File: src/rtl/hrd_pkg.sv
`timescale 1ns / 1ps
// ----------------------------------------------------------------------------
// hrd_pkg
// Widths, register indexes and reset values shared by the heart rate
// detector modules.
// ----------------------------------------------------------------------------
package hrd_pkg;

  localparam int SAMPLE_W   = 12;
  localparam int TIME_W     = 32;
  localparam int LEVEL_W    = 20;
  localparam int FRAC_W     = 8;
  localparam int RATE_W     = 8;
  localparam int WEIGHT_W   = 9;
  localparam int INTERVAL_W = 16;
  localparam int DIV_W      = 16;
  localparam int CFG_IDX_W  = 3;
  localparam int CFG_DATA_W = 16;

  localparam logic [WEIGHT_W-1:0]   WEIGHT_ONE = 9'd256;
  localparam logic [DIV_W-1:0]      RATE_NUM   = 16'd60000;
  localparam logic [DIV_W-1:0]      RATE_MAX   = 16'd255;

  localparam logic [CFG_IDX_W-1:0] CFG_THRESHOLD  = 3'd0;
  localparam logic [CFG_IDX_W-1:0] CFG_HYSTERESIS = 3'd1;
  localparam logic [CFG_IDX_W-1:0] CFG_MIN_IVL    = 3'd2;
  localparam logic [CFG_IDX_W-1:0] CFG_MAX_IVL    = 3'd3;
  localparam logic [CFG_IDX_W-1:0] CFG_WEIGHT     = 3'd4;

  localparam logic [SAMPLE_W-1:0]   THRESHOLD_RST  = 12'd2050;
  localparam logic [SAMPLE_W-1:0]   HYSTERESIS_RST = 12'd100;
  localparam logic [INTERVAL_W-1:0] MIN_IVL_RST    = 16'd270;
  localparam logic [INTERVAL_W-1:0] MAX_IVL_RST    = 16'd1500;
  localparam logic [WEIGHT_W-1:0]   WEIGHT_RST     = 9'd77;

endpackage

File: src/rtl/hrd_ewma.sv
`timescale 1ns / 1ps
// ----------------------------------------------------------------------------
// hrd_ewma
// Exponential smoothing filter in Q12.8, one weight bit per cycle:
// level = (w * (sample << 8) + (256 - w) * level) >> 8.
// ----------------------------------------------------------------------------
module hrd_ewma
  import hrd_pkg::*;
(
  input  logic                clk,
  input  logic                rst_n,
  input  logic                start,
  input  logic [WEIGHT_W-1:0] weight,
  input  logic [SAMPLE_W-1:0] sample,
  input  logic [LEVEL_W-1:0]  level_in,
  output logic                done,
  output logic [LEVEL_W-1:0]  level_out
);

  localparam int ACC_W = LEVEL_W + WEIGHT_W + 1;
  localparam int HI_W  = ACC_W - WEIGHT_W + 1;
  localparam int CNT_W = $clog2(WEIGHT_W);

  logic                busy_r;
  logic                done_r;
  logic [CNT_W-1:0]    cnt_r;
  logic [WEIGHT_W-1:0] w_sr_r;
  logic [WEIGHT_W-1:0] wc_sr_r;
  logic [LEVEL_W-1:0]  a_r;
  logic [LEVEL_W-1:0]  b_r;
  logic [ACC_W-1:0]    acc_r;

  logic [WEIGHT_W-1:0] w_clamp;
  logic [HI_W-1:0]     hi_sum;
  logic [ACC_W-1:0]    acc_nxt;
  logic                last_step;

  assign w_clamp   = (weight > WEIGHT_ONE) ? WEIGHT_ONE : weight;
  assign hi_sum    = {1'b0, acc_r[ACC_W-1:WEIGHT_W]}
                   + (w_sr_r[0]  ? HI_W'(a_r) : HI_W'(0))
                   + (wc_sr_r[0] ? HI_W'(b_r) : HI_W'(0));
  assign acc_nxt   = {hi_sum, acc_r[WEIGHT_W-1:1]};
  assign last_step = (cnt_r == CNT_W'(WEIGHT_W - 1));

  always_ff @(posedge clk) begin
    if (!rst_n) begin
      busy_r <= 1'b0;
      done_r <= 1'b0;
      cnt_r  <= '0;
    end else begin
      done_r <= busy_r && last_step;
      if (start) begin
        busy_r <= 1'b1;
        cnt_r  <= '0;
      end else if (busy_r) begin
        cnt_r <= cnt_r + 1'b1;
        if (last_step) begin
          busy_r <= 1'b0;
        end
      end
    end
  end

  always_ff @(posedge clk) begin
    if (start) begin
      w_sr_r  <= w_clamp;
      wc_sr_r <= WEIGHT_ONE - w_clamp;
      a_r     <= {sample, {FRAC_W{1'b0}}};
      b_r     <= level_in;
      acc_r   <= '0;
    end else if (busy_r) begin
      w_sr_r  <= w_sr_r >> 1;
      wc_sr_r <= wc_sr_r >> 1;
      acc_r   <= acc_nxt;
    end
  end

  assign done      = done_r;
  assign level_out = acc_r[LEVEL_W+FRAC_W-1:FRAC_W];

endmodule

File: src/rtl/hrd_serial_div.sv
`timescale 1ns / 1ps
// ----------------------------------------------------------------------------
// hrd_serial_div
// Restoring unsigned divider, one quotient bit per cycle.
// ----------------------------------------------------------------------------
module hrd_serial_div
  import hrd_pkg::*;
(
  input  logic             clk,
  input  logic             rst_n,
  input  logic             start,
  input  logic [DIV_W-1:0] dividend,
  input  logic [DIV_W-1:0] divisor,
  output logic             done,
  output logic [DIV_W-1:0] quotient
);

  localparam int CNT_W = $clog2(DIV_W);

  logic             busy_r;
  logic             done_r;
  logic [CNT_W-1:0] cnt_r;
  logic [DIV_W-1:0] q_r;
  logic [DIV_W:0]   rem_r;
  logic [DIV_W-1:0] d_r;

  logic [DIV_W:0]   rem_sh;
  logic [DIV_W+1:0] diff;
  logic             last_step;

  assign rem_sh    = {rem_r[DIV_W-1:0], q_r[DIV_W-1]};
  assign diff      = {1'b0, rem_sh} - {2'b00, d_r};
  assign last_step = (cnt_r == CNT_W'(DIV_W - 1));

  always_ff @(posedge clk) begin
    if (!rst_n) begin
      busy_r <= 1'b0;
      done_r <= 1'b0;
      cnt_r  <= '0;
    end else begin
      done_r <= busy_r && last_step;
      if (start) begin
        busy_r <= 1'b1;
        cnt_r  <= '0;
      end else if (busy_r) begin
        cnt_r <= cnt_r + 1'b1;
        if (last_step) begin
          busy_r <= 1'b0;
        end
      end
    end
  end

  always_ff @(posedge clk) begin
    if (start) begin
      q_r   <= dividend;
      d_r   <= divisor;
      rem_r <= '0;
    end else if (busy_r) begin
      if (!diff[DIV_W+1]) begin
        rem_r <= diff[DIV_W:0];
        q_r   <= {q_r[DIV_W-2:0], 1'b1};
      end else begin
        rem_r <= rem_sh;
        q_r   <= {q_r[DIV_W-2:0], 1'b0};
      end
    end
  end

  assign done     = done_r;
  assign quotient = q_r;

endmodule

File: src/rtl/ecg_heart_rate_detector.sv
`timescale 1ns / 1ps
// A new sample is taken only in the idle state; in_stall stays high until the result
// of the last one is loaded into the output register. An ordinary sample passes the
// bit-serial filter, a counted beat adds two passes of the serial divider (rate, then
// average), and a sample with lead off skips the filter and goes straight to output.
// Reset (rst_n low, synchronous) loads the register defaults and clears the
// filter, beat state and rate ring at once; no clearing pass follows.
// ----------------------------------------------------------------------------
// ecg_heart_rate_detector
// ECG beat detector: smoothing filter, threshold with hysteresis, beat
// interval to BPM and a moving average over the last AVG_DEPTH beats.
// ----------------------------------------------------------------------------
module ecg_heart_rate_detector
  import hrd_pkg::*;
#(
  parameter int AVG_DEPTH = 10
) (
  input  logic                  clk,
  input  logic                  rst_n,
  input  logic                  in_valid,
  output logic                  in_stall,
  input  logic [SAMPLE_W-1:0]   in_sample,
  input  logic                  in_lead_off,
  input  logic [TIME_W-1:0]     in_time_ms,
  output logic                  out_valid,
  input  logic                  out_stall,
  output logic [LEVEL_W-1:0]    out_filtered_level,
  output logic [RATE_W-1:0]     out_average_rate,
  output logic                  out_beat_active,
  input  logic                  cfg_we,
  input  logic [CFG_IDX_W-1:0]  cfg_index,
  input  logic [CFG_DATA_W-1:0] cfg_data
);

  localparam int SUM_MAX = AVG_DEPTH * 255;
  localparam int SUM_W   = $clog2(SUM_MAX + 1);
  localparam int POS_W   = (AVG_DEPTH > 1) ? $clog2(AVG_DEPTH) : 1;

  typedef enum logic [5:0] {
    ST_IDLE  = 6'b000001,
    ST_FILT  = 6'b000010,
    ST_EVAL  = 6'b000100,
    ST_DRATE = 6'b001000,
    ST_DAVG  = 6'b010000,
    ST_OUT   = 6'b100000
  } state_t;

  state_t state_r, state_nxt;

  logic [SAMPLE_W-1:0]   thr_r;
  logic [SAMPLE_W-1:0]   hyst_r;
  logic [INTERVAL_W-1:0] min_ivl_r;
  logic [INTERVAL_W-1:0] max_ivl_r;
  logic [WEIGHT_W-1:0]   weight_r;

  logic                  lead_off_r;
  logic [TIME_W-1:0]     time_r;

  logic [LEVEL_W-1:0]    smoothed_r, smoothed_nxt;
  logic [TIME_W-1:0]     prev_time_r, prev_time_nxt;
  logic                  awaiting_r, awaiting_nxt;
  logic                  in_beat_r, in_beat_nxt;
  logic [RATE_W-1:0]     ring_r [AVG_DEPTH];
  logic [POS_W-1:0]      pos_r, pos_nxt;
  logic [SUM_W-1:0]      sum_r, sum_nxt;
  logic [RATE_W-1:0]     avg_r, avg_nxt;

  logic                  out_valid_r, out_valid_nxt;
  logic [LEVEL_W-1:0]    out_level_r;
  logic [RATE_W-1:0]     out_rate_r;
  logic                  out_beat_r;

  logic                  in_xfer;
  logic                  out_load;
  logic                  ring_we;
  logic [RATE_W-1:0]     bpm;

  logic                  filt_start;
  logic                  filt_done;
  logic [LEVEL_W-1:0]    filt_level;

  logic                  div_start;
  logic [DIV_W-1:0]      div_dividend;
  logic [DIV_W-1:0]      div_divisor;
  logic                  div_done;
  logic [DIV_W-1:0]      div_quot;

  logic [TIME_W-1:0]     interval;
  logic                  in_window;
  logic                  beat_hit;
  logic                  rearm_ok;

  assign in_stall  = (state_r != ST_IDLE);
  assign in_xfer   = in_valid && !in_stall;

  assign interval  = time_r - prev_time_r;
  assign in_window = (interval > TIME_W'(min_ivl_r)) && (interval < TIME_W'(max_ivl_r));
  assign beat_hit  = (smoothed_r > {thr_r, {FRAC_W{1'b0}}}) && !in_beat_r;
  assign rearm_ok  = (hyst_r < thr_r) && (smoothed_r < {thr_r - hyst_r, {FRAC_W{1'b0}}});
  assign bpm       = (div_quot > RATE_MAX) ? RATE_MAX[RATE_W-1:0] : div_quot[RATE_W-1:0];

  // filter captures the sample on the transfer edge
  hrd_ewma u_ewma (
    .clk       (clk),
    .rst_n     (rst_n),
    .start     (filt_start),
    .weight    (weight_r),
    .sample    (in_sample),
    .level_in  (smoothed_r),
    .done      (filt_done),
    .level_out (filt_level)
  );

  hrd_serial_div u_div (
    .clk      (clk),
    .rst_n    (rst_n),
    .start    (div_start),
    .dividend (div_dividend),
    .divisor  (div_divisor),
    .done     (div_done),
    .quotient (div_quot)
  );

  always_comb begin
    state_nxt     = state_r;
    smoothed_nxt  = smoothed_r;
    prev_time_nxt = prev_time_r;
    awaiting_nxt  = awaiting_r;
    in_beat_nxt   = in_beat_r;
    pos_nxt       = pos_r;
    sum_nxt       = sum_r;
    avg_nxt       = avg_r;
    ring_we       = 1'b0;
    filt_start    = 1'b0;
    div_start     = 1'b0;
    div_dividend  = RATE_NUM;
    div_divisor   = interval[DIV_W-1:0];
    out_load      = 1'b0;

    case (state_r)
      ST_IDLE: begin
        if (in_xfer) begin
          state_nxt = in_lead_off ? ST_OUT : ST_FILT;
        end
      end
      ST_FILT: begin
        if (filt_done) begin
          smoothed_nxt = filt_level;
          state_nxt    = ST_EVAL;
        end
      end
      ST_EVAL: begin
        state_nxt = ST_OUT;
        if (beat_hit) begin
          in_beat_nxt = 1'b1;
          if (awaiting_r) begin
            prev_time_nxt = time_r;
            awaiting_nxt  = 1'b0;
          end else if (in_window) begin
            div_start = 1'b1;
            state_nxt = ST_DRATE;
          end
        end else if (rearm_ok) begin
          in_beat_nxt = 1'b0;
        end
      end
      ST_DRATE: begin
        if (div_done) begin
          ring_we       = 1'b1;
          sum_nxt       = sum_r - SUM_W'(ring_r[pos_r]) + SUM_W'(bpm);
          pos_nxt       = (pos_r == POS_W'(AVG_DEPTH - 1)) ? '0 : pos_r + 1'b1;
          prev_time_nxt = time_r;
          div_start     = 1'b1;
          div_dividend  = DIV_W'(sum_nxt);
          div_divisor   = DIV_W'(AVG_DEPTH);
          state_nxt     = ST_DAVG;
        end
      end
      ST_DAVG: begin
        if (div_done) begin
          avg_nxt   = div_quot[RATE_W-1:0];
          state_nxt = ST_OUT;
        end
      end
      ST_OUT: begin
        if (!out_valid_r || !out_stall) begin
          out_load  = 1'b1;
          state_nxt = ST_IDLE;
        end
      end
      default: begin
        state_nxt = ST_IDLE;
      end
    endcase

    if (state_r == ST_IDLE && in_xfer && !in_lead_off) begin
      filt_start = 1'b1;
    end
    out_valid_nxt = (out_valid_r && out_stall) || out_load;
  end

  always_ff @(posedge clk) begin
    if (in_xfer) begin
      lead_off_r <= in_lead_off;
      time_r     <= in_time_ms;
    end
  end

  always_ff @(posedge clk) begin
    if (!rst_n) begin
      state_r     <= ST_IDLE;
      thr_r       <= THRESHOLD_RST;
      hyst_r      <= HYSTERESIS_RST;
      min_ivl_r   <= MIN_IVL_RST;
      max_ivl_r   <= MAX_IVL_RST;
      weight_r    <= WEIGHT_RST;
      smoothed_r  <= '0;
      prev_time_r <= '0;
      awaiting_r  <= 1'b1;
      in_beat_r   <= 1'b0;
      pos_r       <= '0;
      sum_r       <= '0;
      avg_r       <= '0;
      out_valid_r <= 1'b0;
      for (int i = 0; i < AVG_DEPTH; i++) begin
        ring_r[i] <= '0;
      end
    end else begin
      state_r     <= state_nxt;
      smoothed_r  <= smoothed_nxt;
      prev_time_r <= prev_time_nxt;
      awaiting_r  <= awaiting_nxt;
      in_beat_r   <= in_beat_nxt;
      pos_r       <= pos_nxt;
      sum_r       <= sum_nxt;
      avg_r       <= avg_nxt;
      out_valid_r <= out_valid_nxt;
      if (ring_we) begin
        ring_r[pos_r] <= bpm;
      end
      if (cfg_we) begin
        case (cfg_index)
          CFG_THRESHOLD:  thr_r     <= cfg_data[SAMPLE_W-1:0];
          CFG_HYSTERESIS: hyst_r    <= cfg_data[SAMPLE_W-1:0];
          CFG_MIN_IVL:    min_ivl_r <= cfg_data[INTERVAL_W-1:0];
          CFG_MAX_IVL:    max_ivl_r <= cfg_data[INTERVAL_W-1:0];
          CFG_WEIGHT:     weight_r  <= cfg_data[WEIGHT_W-1:0];
          default: begin
          end
        endcase
      end
    end
  end

  always_ff @(posedge clk) begin
    if (out_load) begin
      if (lead_off_r) begin
        out_level_r <= '0;
        out_rate_r  <= '0;
        out_beat_r  <= 1'b0;
      end else begin
        out_level_r <= smoothed_r;
        out_rate_r  <= avg_r;
        out_beat_r  <= in_beat_r;
      end
    end
  end

  assign out_valid          = out_valid_r;
  assign out_filtered_level = out_level_r;
  assign out_average_rate   = out_rate_r;
  assign out_beat_active    = out_beat_r;

  a_sum_bound: assert property (@(posedge clk) disable iff (!rst_n)
    sum_r <= SUM_W'(SUM_MAX))
    else $error("ring sum above depth times 255");

  a_pos_bound: assert property (@(posedge clk) disable iff (!rst_n)
    pos_r <= POS_W'(AVG_DEPTH - 1))
    else $error("ring position out of range");

  a_lead_off_hold: assert property (@(posedge clk) disable iff (!rst_n)
    (in_xfer && in_lead_off) |=> ($stable(smoothed_r) && $stable(in_beat_r)
                                  && $stable(sum_r) && $stable(prev_time_r)))
    else $error("lead-off sample changed detector state");

  a_lead_off_zero: assert property (@(posedge clk) disable iff (!rst_n)
    (out_load && lead_off_r) |=> (out_valid && out_filtered_level == '0
                                  && out_average_rate == '0 && !out_beat_active))
    else $error("lead-off result not zero");

endmodule

File: config.mk
export PLATFORM = sky130hd
export DESIGN_NAME = ecg_heart_rate_detector
export DESIGN_NICKNAME = d
export VERILOG_FILES = /design/src/rtl/hrd_pkg.sv /design/src/rtl/hrd_ewma.sv /design/src/rtl/hrd_serial_div.sv /design/src/rtl/ecg_heart_rate_detector.sv
export SDC_FILE = /design/constraint.sdc
export NUM_CORES = 1
export LEC_CHECK = 0
export BUFFER_PORTS_ARGS = -buffer_cell sky130_fd_sc_hd__buf_2
export CORE_MARGIN = 4
export CORE_UTILIZATION = 35
export DETAILED_ROUTE_END_ITERATION = 10
export PLACE_DENSITY_LB_ADDON = 0.12
export SETUP_SLACK_MARGIN = 0.3
export SYNTH_ARGS = -nofsm -noshare
export SYNTH_HDL_FRONTEND = slang
export SYNTH_SLANG_ARGS = --single-unit
File: constraint.sdc
create_clock -name clk -period 6.5 [get_ports clk]
set_input_delay 0.325 -clock clk [delete_from_list [all_inputs] [get_ports clk]]
set_output_delay 0.325 -clock clk [all_outputs]
set_load 0.05 [all_outputs]
Word-level counts from Yosys, hierarchy flattened. Memories as Yosys holds them, arrays and structs flattened. A register that Yosys moved wholly into a read port is not among the register bits. Index checks and enable logic that the tools add are counted.

Input port bits: 69. Output and inout port bits: 31. Bits in latches: 0. Logic and storage cells: 167. Bits in read-only memories: 0. Bits in writable memories: 80. Memories: 1. Register bits after elaboration: 352.

Memories: ring_r (words 10, bits a word 8, read ports 1, clocked after memory_dff 1, write ports 10, line ecg_heart_rate_detector.sv:63) `logic [RATE_W-1:0] ring_r [AVG_DEPTH];`.

Magnitude comparators: 7. Bitwise operators: 1. Reductions and logical operators: 36. Multiply operators: 0. Div/mod/pow operators: 0. Multiplexer cells: 57. Add/sub/neg operators: 11. Equality and inequality tests: 21. Shift-type cells: 0.

Operators by type and width (count): 16-bit 2-to-1 mux (7); 32-bit 2-to-1 mux (3); 32-bit one-hot mux with 2 select lines (1); 6-bit 2-to-1 mux (9); 9-bit 2-to-1 mux (5); 20-bit 2-to-1 mux (2); 6-bit one-hot mux with 6 select lines (1); 32-bit by 16-bit greater-than comparator with 1-bit output (1); 32-bit by 16-bit less-than comparator with 1-bit output (1); 32-bit subtractor (1); 21-bit by 22-bit adder with 22-bit output (1); 22-bit adder (1); 1-bit 2-to-1 mux (22); 20-bit greater-than comparator (1); 20-bit less-than comparator (1); 2-bit AND reduction (10); 17-bit by 16-bit subtractor with 18-bit output (1); 16-bit by 8-bit greater-than comparator with 1-bit output (second input constant) (1); 4-bit 2-to-1 mux (4); 8-bit 2-to-1 mux (2); 12-bit by 8-bit adder with 12-bit output (1); 4-bit by 1-bit adder with 4-bit output (second input constant) (3); 4-bit equality test (second input constant) (3); 12-bit less-than comparator (1); other kinds (27) (50).

Logic depth before layout (Yosys ltp).
Depth after elaboration: 8. Depth in mapped cells: 23. Gate-level depth less buffers: 21.

Modules after synthesis. Synthesis repeated with hierarchy kept, for this count alone.

Cell total of the unflattened synthesis: 2511. Area total of the unflattened synthesis: 25729.7 um^2.

By module, submodules not included: ecg_heart_rate_detector (cells an instance 1783, seq. area each 8788.4 um^2, area an instance 18038.6 um^2, instances 1); hrd_ewma (cells an instance 446, seq. area each 2062.0 um^2, area an instance 4710.8 um^2, instances 1); hrd_serial_div (cells an instance 282, seq. area each 1401.3 um^2, area an instance 2980.4 um^2, instances 1).

Worst setup path after synthesis. OpenSTA, ideal clock, no wires.

Kind: reg-to-reg. From: register time_r[1]. To: register u_div.q_r[0] (netlist: u_div.quotient[0]) (enable). Clock period less this slack: 5.248 ns. Slack: 1.252 ns. Required time: 6.125 ns. Setup time: 0.375 ns. Path buffers: 1. Stages on the path, launching flop included: 20. Data arrival time: 4.873 ns. Cell sequence: edfxtp_1 ha_1 nor2b_1 o2111a_1 or4_1 a211o_1 a21oi_2 o21ai_0 xor2_1 ha_1 and4_1 a22oi_1 o2111ai_1 or3_1 nor4_1 o2111ai_1 nor4_2 nand4b_2 buf_6 nand3_1.

Longest elaborated chain between the ends: 8. Elaborated cells on any way between the ends: 9. Those cells by class: 1 x add/sub; 2 x order compare; 4 x mux; 2 x reduce/logical.

Ends and longest elaborated chain: start: declaration (line ecg_heart_rate_detector.sv:57) `logic [TIME_W-1:0] time_r;`; start signal: assignment (line ecg_heart_rate_detector.sv:205) `time_r <= in_time_ms;`; 32-bit subtractor (*) (line ecg_heart_rate_detector.sv:96) `assign interval = time_r - prev_time_r;`; 32-bit by 16-bit greater-than comparator with 1-bit output or 32-bit by 16-bit less-than comparator with 1-bit output (tied branches) (line ecg_heart_rate_detector.sv:97) `assign in_window = (interval > TIME_W'(min_ivl_r)) && (interval < TIME_W'(max_ivl_r));`; 1-bit logical AND (*) (line ecg_heart_rate_detector.sv:97); 1-bit 2-to-1 mux (*) (line ecg_heart_rate_detector.sv:159) `end else if (in_window) begin`; 1-bit 2-to-1 mux (*) (line ecg_heart_rate_detector.sv:156) `if (awaiting_r) begin`; 1-bit 2-to-1 mux (*) (line ecg_heart_rate_detector.sv:154) `if (beat_hit) begin`; 1-bit one-hot mux with 2 select lines (*) (line ecg_heart_rate_detector.sv:140) `case (state_r)`; 2-bit nonzero test (no source line) (*); end signal: assignment (line hrd_serial_div.sv:56) `q_r <= dividend;`; end signal: assignment (line hrd_serial_div.sv:62) `q_r <= {q_r[DIV_W-2:0], 1'b1};`; end signal: assignment (line hrd_serial_div.sv:65) `q_r <= {q_r[DIV_W-2:0], 1'b0};`; end: declaration (line hrd_serial_div.sv:23) `logic [DIV_W-1:0] q_r;`.

Every way passes the cells marked *; elsewhere a longest branch is shown, timed or not. A chain may end at the register's enable or synchronous reset.

Worst setup path after layout.
From: register time_r[1]. To: register u_div.q_r[12] (netlist: u_div.quotient[12]), data pin.

Longest elaborated chain between the ends: 8. Elaborated cells on any way between the ends: 9. Those cells by class: 1 x add/sub; 2 x order compare; 5 x mux; 1 x reduce/logical.

Ends and longest elaborated chain: 32-bit subtractor (*) (line ecg_heart_rate_detector.sv:96); 32-bit by 16-bit greater-than comparator with 1-bit output or 32-bit by 16-bit less-than comparator with 1-bit output (tied branches) (line ecg_heart_rate_detector.sv:97); 1-bit logical AND (*) (line ecg_heart_rate_detector.sv:97); 1-bit 2-to-1 mux (*) (line ecg_heart_rate_detector.sv:159); 1-bit 2-to-1 mux (*) (line ecg_heart_rate_detector.sv:156); 1-bit 2-to-1 mux (*) (line ecg_heart_rate_detector.sv:154); 1-bit one-hot mux with 2 select lines (*) (line ecg_heart_rate_detector.sv:140); 16-bit 2-to-1 mux (*) (line hrd_serial_div.sv:55) `if (start) begin`.

Marked as above.

==> flow_results.xml <==
<?xml version="1.0" encoding="UTF-8"?>
<metrics>
  <group name="yosys">
    <metric name="synthDominantAreaCellType" unit="">sky130_fd_sc_hd__edfxtp_1</metric>
    <metric name="async_reset_ff_share" unit="%">0</metric>
    <metric name="synthesis.nets" unit="">2736</metric>
    <metric name="synth.yosys.warnings" unit="">0</metric>
    <metric name="ys_top_cells_by_area" unit="">sky130_fd_sc_hd__edfxtp_1 33%, sky130_fd_sc_hd__dfxtp_1 16%, sky130_fd_sc_hd__ha_1 7.9%, sky130_fd_sc_hd__nand2_1 5.9%, sky130_fd_sc_hd__a21oi_1 4.4%</metric>
    <metric name="syn-cell-area" unit="um^2">24800</metric>
    <metric name="netlist-cell-type-count" unit="">79</metric>
    <metric name="synthMostInstantiatedCell" unit="">sky130_fd_sc_hd__nand2_1</metric>
    <metric name="netlist_instances" unit="">2486</metric>
    <metric name="syn_avg_cell_area" unit="um^2">9.98</metric>
    <metric name="yosys_register_bits" unit="">476</metric>
    <metric name="synth_flop_cell" unit="">sky130_fd_sc_hd__edfxtp_1</metric>
    <metric name="synth_top_area_share" unit="%">32.9</metric>
    <metric name="yosysSeqAreaShare" unit="%">49.4</metric>
    <metric name="yosys-top-cells-count" unit="">391 x sky130_fd_sc_hd__nand2_1, 272 x sky130_fd_sc_hd__edfxtp_1, 225 x sky130_fd_sc_hd__nor2_1</metric>
    <metric name="edff_count_synth" unit="">272</metric>
  </group>
  <group name="setup_path">
    <metric name="worst_setup_path_class" unit="">reg2reg</metric>
    <metric name="critical_path.top_delay_family" unit="">simple AND/OR/NAND/NOR gates</metric>
    <metric name="worst_ep_arrival_time" unit="ps">6090</metric>
    <metric name="critPathBufInv" unit="">2</metric>
    <metric name="timing.critical_path.slowest_stage_cell" unit="">sky130_fd_sc_hd__or4_1</metric>
    <metric name="startpoint_type" unit="">flip-flop</metric>
    <metric name="endpoint_kind" unit="">flip-flop</metric>
    <metric name="crit_fanout" unit="">10</metric>
    <metric name="crit_path_cell_trace" unit="">ha_1 &gt; nor2b_1 &gt; o2111a_1 &gt; or4_1 &gt; a211o_1 &gt; a21oi_2 &gt; o21ai_1 &gt; xor2_1 &gt; ha_1 &gt; and4_1 &gt; a22oi_1 &gt; o2111ai_1 &gt; or3_1 &gt; nor4_2 &gt; o2111ai_1 &gt; nor4_4 &gt; buf_4 &gt; nand4b_4 &gt; buf_4 &gt; and3_1</metric>
    <metric name="required" unit="ps">6860</metric>
    <metric name="crit_cells" unit="">20</metric>
    <metric name="r2r_cells" unit="">20</metric>
    <metric name="timing.critical_path.slowest_cell_delay" unit="ps">500</metric>
  </group>
  <group name="finish">
    <metric name="design_area" unit="um^2">28700</metric>
    <metric name="areaGrowthSynthToFinish" unit="%">15.8</metric>
    <metric name="final_core_util" unit="%">40.9</metric>
    <metric name="finalNetCount" unit="">2869</metric>
    <metric name="finalNonFillerCells" unit="">3605</metric>
    <metric name="final_layout_size_suffix_gt1_share" unit="%">11.4</metric>
  </group>
  <group name="timing">
    <metric name="maxClockFrequency" unit="MHz">175</metric>
    <metric name="final.setup.tns" unit="ps">0</metric>
    <metric name="rsz0062_at_grt" unit="">no</metric>
    <metric name="timing.final.crit_share" unit="%">88.2</metric>
    <metric name="maxSlewHeadroom" unit="%">26.3</metric>
    <metric name="timing_max_transition_violations_final" unit="">0</metric>
    <metric name="hold_violations" unit="">0</metric>
    <metric name="fin_skew" unit="ps">16.5</metric>
    <metric name="period_minus_slack" unit="ps">5730</metric>
    <metric name="finalSetupViolCount" unit="">0</metric>
    <metric name="worst_pin_slew" unit="ps">1100</metric>
  </group>
  <group name="clock_tree">
    <metric name="tritoncts_sinks" unit="">476</metric>
    <metric name="clkLatencyLatePin" unit="ps">610</metric>
    <metric name="clockBufferDepth" unit="">3</metric>
    <metric name="library_cell_used_as_clock_root_buffer" unit="">sky130_fd_sc_hd__clkbuf_16</metric>
    <metric name="tritoncts.num_buffers" unit="">53</metric>
    <metric name="cts_tree" unit="">done</metric>
    <metric name="htreeDepth" unit="">2</metric>
    <metric name="clk_pin_slew" unit="ps">60</metric>
  </group>
  <group name="placed_design">
    <metric name="number_of_cells_in_the_design_after_placement" unit="">3454</metric>
    <metric name="placement.cell_area" unit="um^2">26400</metric>
    <metric name="io_buffer_count" unit="">99</metric>
    <metric name="place.detailed.hpwl" unit="um">46700</metric>
    <metric name="place_congestion" unit="">0.892</metric>
  </group>
  <group name="floorplan">
    <metric name="floorplan.core_area" unit="um^2">70100</metric>
    <metric name="area_of_the_die" unit="um^2">75200</metric>
    <metric name="top_level_ports" unit="">100</metric>
    <metric name="die_width" unit="um">274</metric>
    <metric name="die_h" unit="um">274</metric>
    <metric name="std_cell_rows" unit="">97</metric>
    <metric name="initial_core_util" unit="%">35.4</metric>
  </group>
  <group name="route">
    <metric name="post-route-drc-count" unit="">0</metric>
    <metric name="drt-total-wl" unit="um">64700</metric>
    <metric name="num_vias" unit="">18200</metric>
    <metric name="first_iter_violations" unit="">934</metric>
    <metric name="vias_per_cell" unit="">5.04</metric>
    <metric name="routed_wire_length_per_instance" unit="um">17.9</metric>
    <metric name="first_pass_iters" unit="">6</metric>
    <metric name="detail-route-antenna-nets" unit="">0</metric>
  </group>
  <group name="global_route">
    <metric name="grt.met1_usage" unit="%">22.7</metric>
    <metric name="overflow" unit="">0</metric>
    <metric name="met3_layer_usage_reported_by_global_route" unit="%">2.74</metric>
    <metric name="grt_first_pass_wirelength" unit="um">102000</metric>
    <metric name="gr-usage-all-layers" unit="%">17.1</metric>
    <metric name="grt_antenna_before_repair" unit="">2</metric>
    <metric name="grt_busiest_layer" unit="">met2</metric>
    <metric name="grt_max_degree" unit="">58</metric>
    <metric name="met2_usage" unit="%">29.1</metric>
    <metric name="grt_pass1_vias" unit="">18200</metric>
  </group>
  <group name="status">
    <metric name="status" unit="">finished, final reports clean</metric>
  </group>
  <group name="min_path">
    <metric name="worstHoldPathType" unit="">in2reg</metric>
    <metric name="min_delay_path_depth" unit="">3</metric>
  </group>
  <group name="power_and_ir_drop">
    <metric name="power_density" unit="nW/um^2">283</metric>
    <metric name="power_leakage" unit="nW">11.1</metric>
    <metric name="ir_worst_vdd" unit="mV">0.225</metric>
  </group>
  <group name="flow_run">
    <metric name="max_cap_violations" unit="">0</metric>
  </group>
</metrics>
## through the flow
| stage | total power [mW] | hold slack, ps | setup slack, ps |
|---|---|---|---|
| floorplan | 4.63 | 424 | 1250 |
| global placement | 5.01 | 436 | 682 |
| detailed placement | 5.03 | 444 | 516 |
| CTS | 8.24 | 8.78 | 488 |
| global route | 8.56 | 21.4 | 303 |
| finish | 8.13 | 36.7 | 770 |
## repair_timing
item	4_1_cts	5_1_grt
setup buffers	0	1
hold buffers	49	0
endpoints found under the setup margin	0	35
resized for setup	0	5
hold endpoints to repair	53	0
## worst paths after layout
| path | endpoint | slack (ps) | start |
|---|---|---|---|
| min | hyst_r[8] | 40 | cfg_data[8] |
| max reg2reg | u_div.quotient[12] | 770 | time_r[1] |
| max | u_div.quotient[12] | 770 | time_r[1] |
| min reg2reg | prev_time_r[12] | 450 | prev_time_r[12] |
## sequential cells by signal, summed over array words and instances, names as in the netlist, 8 cells and up, named ones only
name and flops:
avg_r 8, hyst_r 12, max_ivl_r 16, min_ivl_r 16, out_average_rate 8, out_filtered_level 20, prev_time_r 32, ring_r 128
smoothed_r 20, sum_r 12, thr_r 12, time_r 32, u_div.d_r 16, u_div.quotient 16, u_div.rem_r 16, u_ewma.a_r 12
u_ewma.acc_r 22, u_ewma.b_r 20, u_ewma.w_sr_r 9, u_ewma.wc_sr_r 9, weight_r 9
## where the power goes
group,total (mW),internal [mW],switching [mW],leakage [nW]
Clock,3.14,1.85,1.29,0.894
Combinational,1.50,0.618,0.886,5.82
Sequential,3.48,3.37,0.107,4.39
Total,8.13,5.84,2.29,11.1
## metal layers
layer  wire, um  up-vias
li1           -     8990
met2      31200      392
met1      28700     8706
met4       1530        0
met5          0        -
met3       3240       88
## worst reg2reg max path: stages, from the launching register on
cell	delay [ps]
sky130_fd_sc_hd__edfxtp_1	440
sky130_fd_sc_hd__ha_1	290
sky130_fd_sc_hd__nor2b_1	140
sky130_fd_sc_hd__o2111a_1	260
sky130_fd_sc_hd__or4_1	500
sky130_fd_sc_hd__a211o_1	350
sky130_fd_sc_hd__a21oi_2	250
sky130_fd_sc_hd__o21ai_1	180
sky130_fd_sc_hd__xor2_1	300
sky130_fd_sc_hd__ha_1	290
sky130_fd_sc_hd__and4_1	220
sky130_fd_sc_hd__a22oi_1	170
sky130_fd_sc_hd__o2111ai_1	160
sky130_fd_sc_hd__or3_1	410
sky130_fd_sc_hd__nor4_2	220
sky130_fd_sc_hd__o2111ai_1	200
sky130_fd_sc_hd__nor4_4	290
sky130_fd_sc_hd__buf_4	170
sky130_fd_sc_hd__nand4b_4	210
sky130_fd_sc_hd__buf_4	250
sky130_fd_sc_hd__and3_1	180
## kinds of logic after synthesis
group | share of synthesized area [%]
mux | 5.40
fa+ha+maj | 9.85
compound gates | 11.6
flops | 49.4
buf+inv | 4.78
simple gates | 16.3
xor+xnor | 2.68
## final cells by class
| class | count | area, um^2 |
|---|---|---|
| sequential | 476 | 12300 |
| fill | 6944 | 41400 |
| antenna | 1 | 2.50 |
| clock inverter | 32 | 360 |
| timing repair buffer | 182 | 1240 |
| tap | 940 | 1180 |
| inverter | 208 | 783 |
| multi-input combinational | 1698 | 11400 |
| clock buffer | 68 | 1470 |
## cell usage in the layout, fill, tap and decap left out, drive strengths merged, types with 20 or more instances in the layout
master       netlist  routed
xor2              30      30
nand4             20      20
nor2b             48      48
edfxtp           272     272
o211ai            31      31
o21a              21      21
ha               157     157
clkbuf            89      68
clkinv             0      20
nor2             225     225
a21o              23      23
and3              22      22
nand3             37      37
and2              28      28
mux4              40      40
a21oi            218     218
dlygate4sd3        0      49
xnor2             46      46
mux2i             37      37
fa                24      24
nand2            391     391
inv              208     209
dfxtp            204     204
o21ai             64      64
buf               15     133
nor3              26      26
nand2b            22      22
No activity file was read; power rests on OpenSTA's default activity.
